===== src/design/sct_pkg.sv =====
`default_nettype none

package sct_pkg;

  // Default line length; the position counter saturates at MAX_LINE-1
  localparam int unsigned MaxLineDefault = 4096;

  // Result field widths
  localparam int unsigned KindW   = 3;
  localparam int unsigned StartW  = 12;
  localparam int unsigned LengthW = 13;
  localparam int unsigned StatusW = 2;

  // Token kinds
  localparam logic [KindW-1:0] KIND_WORD  = 3'd0;
  localparam logic [KindW-1:0] KIND_GTR   = 3'd1;
  localparam logic [KindW-1:0] KIND_DGTR  = 3'd2;
  localparam logic [KindW-1:0] KIND_BREAK = 3'd3;
  localparam logic [KindW-1:0] KIND_END   = 3'd4;

  // Status codes
  localparam logic [StatusW-1:0] STAT_OK = 2'd0;
  localparam logic [StatusW-1:0] STAT_SQ = 2'd1;
  localparam logic [StatusW-1:0] STAT_DQ = 2'd2;

  // Characters
  localparam logic [7:0] CH_NUL    = 8'h00;
  localparam logic [7:0] CH_NL     = 8'h0a;
  localparam logic [7:0] CH_SPACE  = 8'h20;
  localparam logic [7:0] CH_DQUOTE = 8'h22;
  localparam logic [7:0] CH_HASH   = 8'h23;
  localparam logic [7:0] CH_AMP    = 8'h26;
  localparam logic [7:0] CH_SQUOTE = 8'h27;
  localparam logic [7:0] CH_ZERO   = 8'h30;
  localparam logic [7:0] CH_NINE   = 8'h39;
  localparam logic [7:0] CH_SEMI   = 8'h3b;
  localparam logic [7:0] CH_GT     = 8'h3e;
  localparam logic [7:0] CH_BSLASH = 8'h5c;

  // Result queue depth (two pushes per request at most)
  localparam int unsigned ResDepth = 4;

  // One result item
  typedef struct packed {
    logic [KindW-1:0]   kind;
    logic [StartW-1:0]  start;
    logic [LengthW-1:0] length;
    logic [StatusW-1:0] status;
    logic               last;
  } res_t;

  // Results produced by one request
  typedef struct packed {
    logic [1:0] count;
    res_t       first;
    res_t       second;
  } push_t;

endpackage

`default_nettype wire


===== src/design/sct_res_fifo.sv =====
`default_nettype none

module sct_res_fifo (
  input  wire              clk_i,
  input  wire              rst_ni,
  input  sct_pkg::push_t   push_i,
  output logic             space_o,
  output logic             valid_o,
  output sct_pkg::res_t    data_o,
  input  wire              ready_i
);

  localparam int unsigned Depth = sct_pkg::ResDepth;
  localparam int unsigned IdxW  = $clog2(Depth);
  localparam int unsigned CntW  = $clog2(Depth + 1);

  sct_pkg::res_t       mem_q [Depth];
  logic [IdxW-1:0]     wr_q, wr_d, rd_q, rd_d;
  logic [CntW-1:0]     cnt_q, cnt_d;
  logic                pop;

  assign pop     = valid_o && ready_i;
  assign valid_o = cnt_q != '0;
  assign data_o  = mem_q[rd_q];
  // room for the worst case of two results
  assign space_o = cnt_q <= CntW'(Depth - 2);

  // pointer and fill count update
  always_comb begin
    wr_d  = wr_q + IdxW'(push_i.count);
    rd_d  = rd_q + IdxW'(pop);
    cnt_d = cnt_q + CntW'(push_i.count) - CntW'(pop);
  end

  always_ff @(posedge clk_i or negedge rst_ni) begin
    if (!rst_ni) begin
      wr_q  <= '0;
      rd_q  <= '0;
      cnt_q <= '0;
    end else begin
      wr_q  <= wr_d;
      rd_q  <= rd_d;
      cnt_q <= cnt_d;
    end
  end

  // storage
  always_ff @(posedge clk_i) begin
    if (push_i.count != 2'd0) begin
      mem_q[wr_q] <= push_i.first;
    end
    if (push_i.count == 2'd2) begin
      mem_q[wr_q + IdxW'(1)] <= push_i.second;
    end
  end

endmodule

`default_nettype wire


===== src/design/shell_command_tokenizer.sv =====
// Shell command line tokenizer.
// Input channel: one character per request on ch_i (in_valid_i / in_ready_o);
// a zero byte ends the line. Output channel: tokens as kind, start offset,
// length and status (out_valid_o / out_ready_i); last_o marks the final
// token caused by one character.
// Each character is lexed in the cycle it is accepted: a small mode
// transition plus the position counter update. Its zero, one or two tokens
// enter a four-entry result queue and are visible in the cycle after.
// Throughput: one character per cycle while the queue holds two entries or
// fewer; a character that yields two tokens is output one token at a time,
// so a sustained rate above one token per cycle cannot be kept.
// in_ready_o drops when the queue has fewer than two free entries, which is
// what happens when the receiver stalls; no token is lost.
// Reset: between tokens at line start, position zero, queue empty.
// The position saturates at MAX_LINE-1 on long lines.
`default_nettype none

module shell_command_tokenizer #(
  parameter int unsigned MAX_LINE = sct_pkg::MaxLineDefault
) (
  input  wire         clk_i,
  input  wire         rst_ni,
  input  wire         in_valid_i,
  output logic        in_ready_o,
  input  wire  [7:0]  ch_i,
  output logic        out_valid_o,
  input  wire         out_ready_i,
  output logic [2:0]  token_kind_o,
  output logic [11:0] token_start_o,
  output logic [12:0] token_length_o,
  output logic [1:0]  status_o,
  output logic        last_o
);

  localparam int unsigned PosW = $clog2(MAX_LINE);
  localparam int unsigned LenW = PosW + 1;

  typedef enum logic [3:0] {
    M_IDLE, M_COMMENT, M_DIGIT, M_GT, M_DGT, M_WORD, M_ESC, M_DQ, M_DQESC, M_SQ
  } mode_e;

  mode_e             mode_q, mode_d;
  logic [PosW-1:0]   pos_q, pos_d, start_q, start_d;
  logic              accept;
  logic              space;
  logic              do_idle, emit_a, emit_b;
  sct_pkg::res_t     res_a, res_b;
  sct_pkg::push_t    push;
  sct_pkg::res_t     out_res;
  logic [LenW-1:0]   len_ps, len_ps1;
  logic              ends_word;
  mode_e             word_mode;

  assign in_ready_o = space;
  assign accept     = in_valid_i && in_ready_o;

  // pending token lengths
  assign len_ps  = LenW'(pos_q) - LenW'(start_q);
  assign len_ps1 = LenW'(pos_q) + LenW'(1) - LenW'(start_q);

  // word boundary set and mode for a character inside a word
  always_comb begin
    ends_word = ch_i inside {sct_pkg::CH_SPACE, sct_pkg::CH_NL, sct_pkg::CH_SEMI,
                             sct_pkg::CH_NUL, sct_pkg::CH_HASH};
    case (ch_i)
      sct_pkg::CH_DQUOTE: word_mode = M_DQ;
      sct_pkg::CH_SQUOTE: word_mode = M_SQ;
      sct_pkg::CH_BSLASH: word_mode = M_ESC;
      default:            word_mode = M_WORD;
    endcase
  end

  // lexer step
  always_comb begin
    mode_d  = mode_q;
    start_d = start_q;
    do_idle = 1'b0;
    emit_a  = 1'b0;
    emit_b  = 1'b0;
    res_a.kind   = sct_pkg::KIND_WORD;
    res_a.start  = sct_pkg::StartW'(start_q);
    res_a.length = sct_pkg::LengthW'(len_ps);
    res_a.status = sct_pkg::STAT_OK;
    res_a.last   = 1'b1;
    res_b.kind   = sct_pkg::KIND_BREAK;
    res_b.start  = sct_pkg::StartW'(pos_q);
    res_b.length = sct_pkg::LengthW'(1);
    res_b.status = sct_pkg::STAT_OK;
    res_b.last   = 1'b1;

    // token in progress
    case (mode_q)
      M_COMMENT: begin
        if (ch_i == sct_pkg::CH_NL || ch_i == sct_pkg::CH_NUL) do_idle = 1'b1;
      end
      M_DIGIT: begin
        if (ch_i == sct_pkg::CH_GT) begin
          mode_d = M_GT;
        end else if (ends_word) begin
          emit_a  = 1'b1;
          do_idle = 1'b1;
        end else begin
          mode_d = word_mode;
        end
      end
      M_GT, M_DGT: begin
        res_a.kind = (mode_q == M_GT) ? sct_pkg::KIND_GTR : sct_pkg::KIND_DGTR;
        if (mode_q == M_GT && ch_i == sct_pkg::CH_GT) begin
          mode_d = M_DGT;
        end else if (ch_i == sct_pkg::CH_AMP) begin
          emit_a       = 1'b1;
          res_a.length = sct_pkg::LengthW'(len_ps1);
          mode_d       = M_IDLE;
        end else begin
          emit_a  = 1'b1;
          do_idle = 1'b1;
        end
      end
      M_WORD: begin
        if (ends_word) begin
          emit_a  = 1'b1;
          do_idle = 1'b1;
        end else begin
          mode_d = word_mode;
        end
      end
      M_ESC: begin
        if (ch_i == sct_pkg::CH_NUL) begin
          emit_a  = 1'b1;
          do_idle = 1'b1;
        end else begin
          mode_d = M_WORD;
        end
      end
      M_DQ: begin
        res_a.kind   = sct_pkg::KIND_END;
        res_a.status = sct_pkg::STAT_DQ;
        if (ch_i == sct_pkg::CH_NUL) emit_a = 1'b1;
        else if (ch_i == sct_pkg::CH_DQUOTE) mode_d = M_WORD;
        else if (ch_i == sct_pkg::CH_BSLASH) mode_d = M_DQESC;
      end
      M_DQESC: begin
        res_a.kind   = sct_pkg::KIND_END;
        res_a.status = sct_pkg::STAT_DQ;
        if (ch_i == sct_pkg::CH_NUL) emit_a = 1'b1;
        else mode_d = M_DQ;
      end
      M_SQ: begin
        res_a.kind   = sct_pkg::KIND_END;
        res_a.status = sct_pkg::STAT_SQ;
        if (ch_i == sct_pkg::CH_NUL) emit_a = 1'b1;
        else if (ch_i == sct_pkg::CH_SQUOTE) mode_d = M_WORD;
      end
      default: do_idle = 1'b1;
    endcase

    // character seen between tokens
    if (do_idle) begin
      mode_d = M_IDLE;
      case (ch_i)
        sct_pkg::CH_SPACE: ;
        sct_pkg::CH_HASH: mode_d = M_COMMENT;
        sct_pkg::CH_NL, sct_pkg::CH_SEMI: emit_b = 1'b1;
        sct_pkg::CH_NUL: begin
          emit_b       = 1'b1;
          res_b.kind   = sct_pkg::KIND_END;
          res_b.length = '0;
        end
        sct_pkg::CH_GT: begin
          start_d = pos_q;
          mode_d  = M_GT;
        end
        default: begin
          start_d = pos_q;
          if (ch_i inside {[sct_pkg::CH_ZERO:sct_pkg::CH_NINE]}) mode_d = M_DIGIT;
          else mode_d = word_mode;
        end
      endcase
    end

    // line end and position update
    if (ch_i == sct_pkg::CH_NUL) begin
      pos_d   = '0;
      start_d = '0;
      mode_d  = M_IDLE;
    end else if (pos_q < PosW'(MAX_LINE - 1)) begin
      pos_d = pos_q + PosW'(1);
    end else begin
      pos_d = pos_q;
    end
  end

  // results for the queue
  always_comb begin
    push.count  = accept ? (2'(emit_a) + 2'(emit_b)) : 2'd0;
    push.first  = emit_a ? res_a : res_b;
    push.second = res_b;
    if (emit_a && emit_b) push.first.last = 1'b0;
  end

  always_ff @(posedge clk_i or negedge rst_ni) begin
    if (!rst_ni) begin
      mode_q  <= M_IDLE;
      pos_q   <= '0;
      start_q <= '0;
    end else if (accept) begin
      mode_q  <= mode_d;
      pos_q   <= pos_d;
      start_q <= start_d;
    end
  end

  sct_res_fifo u_res_fifo (
    .clk_i   (clk_i),
    .rst_ni  (rst_ni),
    .push_i  (push),
    .space_o (space),
    .valid_o (out_valid_o),
    .data_o  (out_res),
    .ready_i (out_ready_i)
  );

  assign token_kind_o   = out_res.kind;
  assign token_start_o  = out_res.start;
  assign token_length_o = out_res.length;
  assign status_o       = out_res.status;
  assign last_o         = out_res.last;

endmodule

`default_nettype wire


===== config.mk =====
export PLATFORM = sky130hd
export DESIGN_NAME = shell_command_tokenizer
export DESIGN_NICKNAME = d
export VERILOG_FILES = /design/src/design/sct_pkg.sv /design/src/design/sct_res_fifo.sv /design/src/design/shell_command_tokenizer.sv
export SDC_FILE = /design/constraint.sdc
export NUM_CORES = 1
export LEC_CHECK = 0
export ABC_AREA = 1
export BUFFER_PORTS_ARGS = -buffer_cell sky130_fd_sc_hd__buf_2
export CORE_MARGIN = 5
export CORE_UTILIZATION = 60
export DETAILED_ROUTE_END_ITERATION = 8
export PLACE_DENSITY = 0.78
export RECOVER_POWER = 50
export SLEW_MARGIN = 20
export SYNTH_ARGS = -nofsm -noshare
export SYNTH_HDL_FRONTEND = slang
export SYNTH_SLANG_ARGS = --single-unit

===== constraint.sdc =====
create_clock -name clk_i -period 6.8 [get_ports clk_i]
set_input_delay 0.34 -clock clk_i [delete_from_list [all_inputs] [get_ports clk_i]]
set_output_delay 0.34 -clock clk_i [all_outputs]
set_load 0.005 [all_outputs]

# Word-level counts from Yosys, hierarchy flattened

Memories as Yosys holds them, arrays and structs flattened.
Index checks and enable logic that the tools add are counted.

Bits in registers: 35
RAM bits: 124
Output and inout bits: 33
Word-level logic and storage cells: 113
Memories: 1

$add $sub $neg: 10
$lt $le $gt $ge: 4
Eq/ne operators: 23
Muxes and demuxes: 46
Reductions and logical operators: 23

Memory list:

| name             | words | bits a word | rd ports | clocked after memory_dff | write ports | RTL line           | source |
|---|---|---|---|---|---|---|---|
| u_res_fifo.mem_q | 4     | 31          | 1        | 0                        | 2           | sct_res_fifo.sv:17 | `sct_pkg::res_t mem_q [Depth];` |

Operator list:

| kind                                                                              | number |
|---|---|
| 12-bit two-way mux                                                                | 5 |
| 8-bit by 6-bit equality test with 1-bit output (second input constant)            | 7 |
| 4-bit two-way mux                                                                 | 10 |
| 13-bit two-way mux                                                                | 3 |
| 31-bit two-way mux                                                                | 1 |
| 4-bit one-hot mux with 7 select lines                                             | 1 |
| 4-bit one-hot mux with 3 select lines                                             | 2 |
| 4-bit by 3-bit equality test with 1-bit output (second input constant)            | 4 |
| 1-bit two-way mux                                                                 | 16 |
| 12-bit by 1-bit adder with 13-bit output (second input constant)                  | 1 |
| 12-bit by 12-bit subtractor with 13-bit output                                    | 1 |
| 13-bit by 12-bit subtractor with 13-bit output                                    | 1 |
| 12-bit by 1-bit adder with 12-bit output (second input constant)                  | 1 |
| 12-bit < comparator (second input constant)                                       | 1 |
| 5-bit != test (second input constant)                                             | 2 |
| 9-bit nonzero test                                                                | 1 |
| 3-bit OR reduction                                                                | 3 |
| 4-bit by 2-bit equality test with 1-bit output (second input constant)            | 2 |
| 4-bit equality test (second input constant)                                       | 2 |
| 8-bit by 4-bit equality test with 1-bit output (second input constant)            | 1 |
| 8-bit by 7-bit equality test with 1-bit output (second input constant)            | 1 |
| 8-bit by 6-bit >= comparator with 1-bit output (second input constant)            | 1 |
| 8-bit by 6-bit less-or-equal comparator with 1-bit output (second input constant) | 1 |
| 8-bit logical NOT                                                                 | 1 |
| 27 further kinds                                                                  | 37 |

# Logic depth before layout (Yosys ltp)

Gate-level depths: netlist (run 1).

Depth after elaboration: 11
Gate-level depth with buffers: 22

# Hierarchy

A second synthesis (run 1) with hierarchy kept.

Cell total of the unflattened synthesis: 1285
Area, all modules: 10545.1 sq um

Modules (own cells, without submodules):

| module                  | instances | cells an instance | area an instance (sq um) |
|---|---|---|---|
| sct_res_fifo            | 1         | 689               | 6825.3 |
| shell_command_tokenizer | 1         | 596               | 3719.8 |

# Worst setup path after synthesis (run 1)

No wires, ideal clock.

Path kind: in2reg
From: input port ch_i[5]
To: memory u_res_fifo.mem_q[1][30] (netlist bit) (data pin)
Arrival: 2.907 ns
Data required time: 6.533 ns
Path slack: 3.626 ns
Stages on the path: 20
Cells stage by stage: nor2_1 -> nand2_1 -> inv_2 -> nand2_1 -> nand2_4 -> o21ai_4 -> nand3_4 -> buf_6 -> buf_6 -> ha_1 -> nand2_1 -> inv_1 -> nor2_1 -> inv_1 -> nand2_1 -> inv_1 -> nor2_2 -> inv_1 -> nand2_1 -> a21oi_1

RTL lines:

| what               | RTL line                      | source |
|---|---|---|
| start: declaration | shell_command_tokenizer.sv:25 | `input wire [7:0] ch_i,` |
| end: declaration   | sct_res_fifo.sv:17            |  |

==> results of run 1 <==
## cells in the final DEF (no fill, tap or decap), types with 4 or more instances in the layout
master,Yosys,final
nand2_1,293,298
nor2_1,128,128
o21ai_0,116,117
inv_1,96,99
nand3_1,82,82
o22ai_1,82,82
edfxtp_1,64,64
dfxtp_1,60,60
clkbuf_1,28,34
dfrtp_1,35,33
a21oi_1,30,31
ha_1,30,30
clkbuf_16,0,18
nand4_1,16,16
o21ai_2,13,13
xor2_1,12,12
fa_1,12,12
buf_2,12,11
nor3_1,9,9
nand2_2,12,8
clkinv_1,6,6
or2_2,6,6
clkbuf_2,0,6
xnor2_1,5,5
inv_2,7,4
o21ai_1,4,4
inv_4,1,4
## synth_stat cells (13+ instances only)
| cell | n |
|---|---|
| nand2_1 | 293 |
| nor2_1 | 128 |
| o21ai_0 | 116 |
| inv_1 | 96 |
| nand3_1 | 82 |
| o22ai_1 | 82 |
| edfxtp_1 | 64 |
| dfxtp_1 | 60 |
| dfrtp_1 | 35 |
| a21oi_1 | 30 |
| ha_1 | 30 |
| clkbuf_1 | 28 |
| nand4_1 | 16 |
| o21ai_2 | 13 |
## cell type report
| cell class | instances | area, um2 |
|---|---|---|
| clock inverter | 9 | 60.06 |
| fill | 1341 | 5154 |
| multi-input combinational | 885 | 4678 |
| timing repair buffer | 49 | 215.2 |
| inverter | 110 | 415.4 |
| sequential | 159 | 4001 |
| tap | 211 | 264.0 |
| clock buffer | 23 | 470.5 |
## registers in the layout, summed over array words and instances, names as in the netlist
| name | flops |
|---|---|
| pos_q | 12 |
| start_q | 12 |
| u_res_fifo.mem_q | 124 |
| mode_q | 4 |
| u_res_fifo.rd_q | 2 |
| u_res_fifo.cnt_q | 3 |
| u_res_fifo.wr_q | 2 |
## layer usage
layer | share of wire (%) | track usage, % | routed length, um | up-vias
met5 | 0 | 0 | 0 | -
met4 | 4.0 | 12.71 | 1052 | 0
met3 | 10 | 8.681 | 2777 | 93
met2 | 45 | 46.03 | 11790 | 478
met1 | 41 | 38.89 | 10850 | 4141
li1 | - | - | - | 4105
## path summary, 6_finish.rpt
check	cells after the start	startpoint	end	slack, ns
min	4	in_valid_i	pos_q[5]	0.40
max	18	mode_q[3]	u_res_fifo.mem_q[3][30]	1.21
min reg2reg	2	u_res_fifo.mem_q[2][11]	u_res_fifo.mem_q[2][11]	0.45
max reg2reg	18	mode_q[3]	u_res_fifo.mem_q[3][30]	1.21
min in group asynchronous	1	rst_ni	mode_q[2]	0.45
max in group asynchronous	1	rst_ni	u_res_fifo.rd_q[1]	5.07
## worst max-delay path, stage by stage (launching register included)
cell	delay (ns)
dfrtp_1	0.45
inv_1	0.08
nand2_1	0.09
nor2_1	0.24
inv_1	0.12
nand2_1	0.09
o21ai_0	0.34
nand3_4	0.14
buf_4	0.58
ha_1	0.39
nand2_1	0.18
inv_1	0.07
nor2_1	0.15
nor2_1	0.07
clkbuf_1	0.32
nor2_1	1.01
inv_1	0.73
nand2_1	0.23
a21oi_1	0.05
## cell families after synthesis
group	after synthesis
and+or+nand+nor	563
AOI/OAI and AO/OA	263
buffers and inverters	160
DFF	159
adders and majority gates	42
xor gates and xnor gates	17
## power by group through the flow
stage / registers, W / logic (W) / clock network (W)
global placement: 0.00145 / 0.00282 / 0
detailed placement: 0.00145 / 0.00286 / 0
floorplan: 0.00137 / 0.00213 / 0
CTS: 0.00144 / 0.00288 / 0.000870
finish: 0.00144 / 0.00288 / 0.000874
global route: 0.00148 / 0.00322 / 0.000911
## through the flow
stage          power (W)  hold slack, ns  cells  area (um2)  util (%)
5_1_grt         0.005606          0.4195   1446       10100     66.22
3_3_place_gp    0.004267          0.4318   1414        9648     63.23
4_1_cts         0.005188         0.03295   1446       10180     66.72
6_report        0.005203          0.4029   1446       10100     66.22
2_1_floorplan   0.003499         0.04441   1204        9384         -
3_5_place_dp    0.004312          0.4372   1414        9651     63.25
==> flow_summary.json, run 1 <==
{
  "grt_pass1_vias": 8121,
  "drv_slew": 100,
  "antenna_left": 0,
  "syn_nets": 1258,
  "clk_pin_slew_ns": 0.06,
  "num_vias": 8817,
  "syn_avg_cell_area_um2": 7.794,
  "max_freq_ghz": 0.1788,
  "die_area_mm2": 0.01824,
  "vias_per_cell": 6.098,
  "firstDrtPassIters": 8,
  "synth-edff-count": 64,
  "clock_sinks": 159,
  "cts_made_buffers": 17,
  "cts_tree": "yes",
  "p_per_area_mw_per_mm2": 514.9,
  "synth_top_family_by_area": "simple AND/OR/NAND/NOR gates",
  "rsz0062_at_grt": "no",
  "clk_latency_ns": 0.43,
  "ys_ff_latch": 159,
  "synth_compound_area_share_pct": 16.32,
  "fin_crit_sh_pct": 82.27,
  "grt_max_degree": 64,
  "switching_share_pct": 48.90,
  "syn_inst": 1204,
  "grt_overflow": 0,
  "outcome": "finished, violations left",
  "power.switching_w": 0.002544,
  "cts_resized": 0,
  "hold_class": "in -> reg",
  "place.gp.congestion": 0.9953,
  "hpwl_um": 18580,
  "nNetsFinal": 1276,
  "root_buffer": "clkbuf_16",
  "drtIter0Drc": 1055,
  "power.internal_w": 0.002659,
  "setup_viol": 0,
  "clock_skew_ns": 0.007534,
  "cap_violations": 2,
  "worst_pin_slew_ns": 2.635,
  "synth_fa_ha_area_share_pct": 6.560,
  "p_comb_share_pct": 55.4,
  "hold_viol": 0,
  "io_buffers": 44,
  "worst_slack_ns": 1.206,
  "path_class": "reg -> reg",
  "crit_path_end_kind": "register",
  "crit_arrival_ns": 5.76,
  "yosysUniqueCellTypes": 48,
  "syn_to_final_growth_pct": 7.680,
  "ios": 45,
  "dp_slack_ns": 1.562,
  "grt_first_pass_wirelength_um": 42360,
  "fp.dieW_um": 135.1,
  "synthXorXnorAreaFrac_pct": 1.587,
  "muxShareOfSynthArea_pct": 0,
  "cts_buffer_depth": 2,
  "dieHeight_um": 135.1,
  "drt-total-wl_um": 26470,
  "fin_crit_ns": 5.594,
  "diodes": 0,
  "initial_utilization_pct": 61.50,
  "setup-tns-final_ns": 0,
  "crit_fanout": 62,
  "drive_gt1_share_pct": 7.611,
  "track_usage_pct": 29.65,
  "drc_errors": 0,
  "synth_top_area_share_pct": 20.48,
  "slew_headroom_pct": -75.70,
  "pwr-share-clk_pct": 16.8,
  "yosys.area_share.simple_pct": 25.73,
  "crit_required_ns": 6.96,
  "cts-htree-levels": 4,
  "synth_top_cell_by_area": "edfxtp_1",
  "async_reset_ff_share_pct": 22.01,
  "ys.flop_type": "edfxtp_1",
  "violations": "capacitance limit, slew limit",
  "post_cts_buffers": 0,
  "yosysSeqAreaShare_pct": 42.61,
  "antenna_found_initial": 0,
  "ys_warn_count": 0,
  "ir_drop_mv": 0.2830,
  "synth.area.top_cells": "edfxtp_1 (20%), dfxtp_1 (13%), nand2_1 (12%)",
  "synth_area_mm2": 0.009384,
  "rows": 45,
  "wl_per_cell_um": 18.31,
  "core_mm2": 0.01526,
  "power_frac_seq_pct": 27.8,
  "cts_hold_buf": 0,
  "setup.worst_path.start_class": "register",
  "leakagePower_nw": 4.394
}
No activity file was read; power rests on OpenSTA's default activity.
==> run 2: changes to the inputs <==
Clock period 6.8 ns to 5.2 ns, I/O delays scaled along.
==> run 2 against run 1 <==
  * The flow still finishes with violations (capacitance limit, slew limit)
  * Wire length is 3.0% higher
  * Fmax is 25% higher
  * Combinational power is 30% higher
  * Non-clock buffer count is 5 higher
  * Utilization is 0.63 points higher
  * Highest routed layer unchanged
  * Die area stayed put
  * Global-route usage is 0.45 points higher
  * Largest power group unchanged
==> flow_summary.json, run 2 (same netlist as run 1, synthesis figures left out) <==
{
  "num_vias": 8833,
  "layout.cells.most_common_list": "nand2_1 (297), nor2_1 (128), o21ai_0 (116)",
  "path_class": "reg -> reg",
  "reg2reg_slack_ns": 0.73,
  "violations": "capacitance limit, slew limit",
  "min_from": "in_valid_i",
  "layout_commonest_cell": "nand2_1",
  "grt_max_degree": 65,
  "cts-htree-levels": 4,
  "grt_first_pass_wirelength_um": 42970,
  "setup_viol": 0,
  "worstPathCellList": "inv_1, nand2_1, nor2_1, nor2_1, nand2_1, inv_1, nand2_1, nand3_1, nand2_1, inv_1, ha_1, nand2_1, nor2_1, nand2_1, inv_1, nor2_2, inv_1, nor2_1, a21oi_1",
  "crit_arrival_ns": 4.77,
  "outcome": "finished, violations left",
  "min_delay_worst_endpoint": "pos_q[5]",
  "firstDrtPassIters": 8,
  "hpwl_um": 18500,
  "hold_viol": 0,
  "worstReg2RegEnd": "u_res_fifo.mem_q[2][0]",
  "min_path_cells": 4,
  "drtIter0Drc": 1313,
  "largest_registers": "u_res_fifo.mem_q: 124 flops, pos_q: 12 flops, start_q: 12 flops",
  "setup-tns-final_ns": 0,
  "crit_required_ns": 5.50,
  "largest_register": "u_res_fifo.mem_q",
  "crit_fanout": 17,
  "drive_gt1_share_pct": 8.306,
  "dieHeight_um": 135.1,
  "r2r_start": "mode_q[3]",
  "root_buffer": "clkbuf_16",
  "grt_overflow": 0,
  "cts_buffer_depth": 2,
  "drv_slew": 101,
  "die_area_mm2": 0.01824,
  "diodes": 0,
  "track_usage_pct": 30.10,
  "syn_to_final_growth_pct": 8.706,
  "crit_path_end_kind": "register",
  "final_util_pct": 66.86,
  "fin_crit_sh_pct": 86.01,
  "io_buffers": 44,
  "post_cts_buffers": 0,
  "initial_utilization_pct": 61.50,
  "max_freq_ghz": 0.2236,
  "antenna_found_initial": 0,
  "slew_headroom_pct": -38.43,
  "max_stage_delay_ns": 0.54,
  "rsz0062_at_grt": "no",
  "hold_class": "in -> reg",
  "crit_path_top_delay_cell": "nor2_2",
  "vias_per_cell": 6.088,
  "cts_tree": "yes",
  "fp.dieW_um": 135.1,
  "power_w": 0.006907,
  "worst_slack_ns": 0.7275,
  "fin_crit_ns": 4.473,
  "cts_made_buffers": 17,
  "ios": 45,
  "ir_drop_mv": 0.3049,
  "p_per_area_mw_per_mm2": 677.1,
  "dp_slack_ns": 1.052,
  "worst_pin_slew_ns": 2.076,
  "clock_skew_ns": 0.007027,
  "worst_hold_slack_ns": 0.3077,
  "antenna_left": 0,
  "cap_violations": 2,
  "clk_pin_slew_ns": 0.06,
  "nNetsFinal": 1281,
  "clock_sinks": 159,
  "grt_pass1_vias": 8021,
  "leakagePower_nw": 4.450,
  "reg2reg_depth": 19,
  "drc_errors": 0,
  "rows": 45,
  "cpMostUsedCell": "nand2_1",
  "setup.worst_path.start_class": "register",
  "clk_latency_ns": 0.43,
  "drt-total-wl_um": 27270,
  "largest_register_ffs": 124,
  "wl_per_cell_um": 18.80,
  "core_mm2": 0.01526,
  "place.gp.congestion": 0.9997
}
[run 2: worst max-delay path by stage]
stage                    from                 endpoint  cells past startpoint  slack (ns)
floorplan             ch_i[5]  u_res_fifo.mem_q[1][30]                     20        2.11
global placement      ch_i[5]  u_res_fifo.mem_q[2][22]                     19        1.24
detailed placement    ch_i[5]   u_res_fifo.mem_q[2][0]                     21        1.05
CTS                 mode_q[1]  u_res_fifo.mem_q[3][30]                     21        1.05
global route        mode_q[3]   u_res_fifo.mem_q[2][0]                     19        0.29
finish              mode_q[3]   u_res_fifo.mem_q[2][0]                     19        0.73
[run 2: what timing repair did]
| action | in CTS | in global routing |
|---|---|---|
| endpoints found under the hold margin | 35 | 0 |
| gates resized for setup | 0 | 0 |
| hold buffers | 1 | 0 |
[run 2: stage by stage]
step | cell area, um2 | cells
final | 10200 | 1451
after global routing | 10200 | 1451
after CTS | 10270 | 1451
after detailed placement | 9678 | 1418
after floorplan | 9384 | 1204
after global placement | 9678 | 1418
[run 2: metal layers]
layer	part of all wire (%)	track usage, %	vias to the layer above
li1	-	-	4115
met1	41	41.16	4118
met2	46	47.97	524
met3	11	6.632	76
met4	2.7	9.798	0
met5	0	0	-
[run 2: final cells by class]
type / count / area, um2
fill: 1293 / 5057
clock buffer: 26 / 544.3
tap: 211 / 264.0
timing repair buffer: 54 / 256.5
inverter: 110 / 415.4
clock inverter: 6 / 42.54
multi-input combinational: 885 / 4679
sequential: 159 / 3999
[run 2: critical path, delay by kind of cell (launching register included)]
family / cells / cell delay (ns)
adders and majority gates: 1 / 0.25
DFF: 1 / 0.46
buffers and inverters: 5 / 0.88
and+or+nand+nor: 12 / 2.69
AOI/OAI and AO/OA: 1 / 0.06
[run 2: power by group]
part	leakage [nW]	switching, W	internal, W
clock	0.293	0.000505	0.000725
sequential	1.48	0.000350	0.00159
combinational	2.68	0.00249	0.00124
total	4.45	0.00335	0.00356
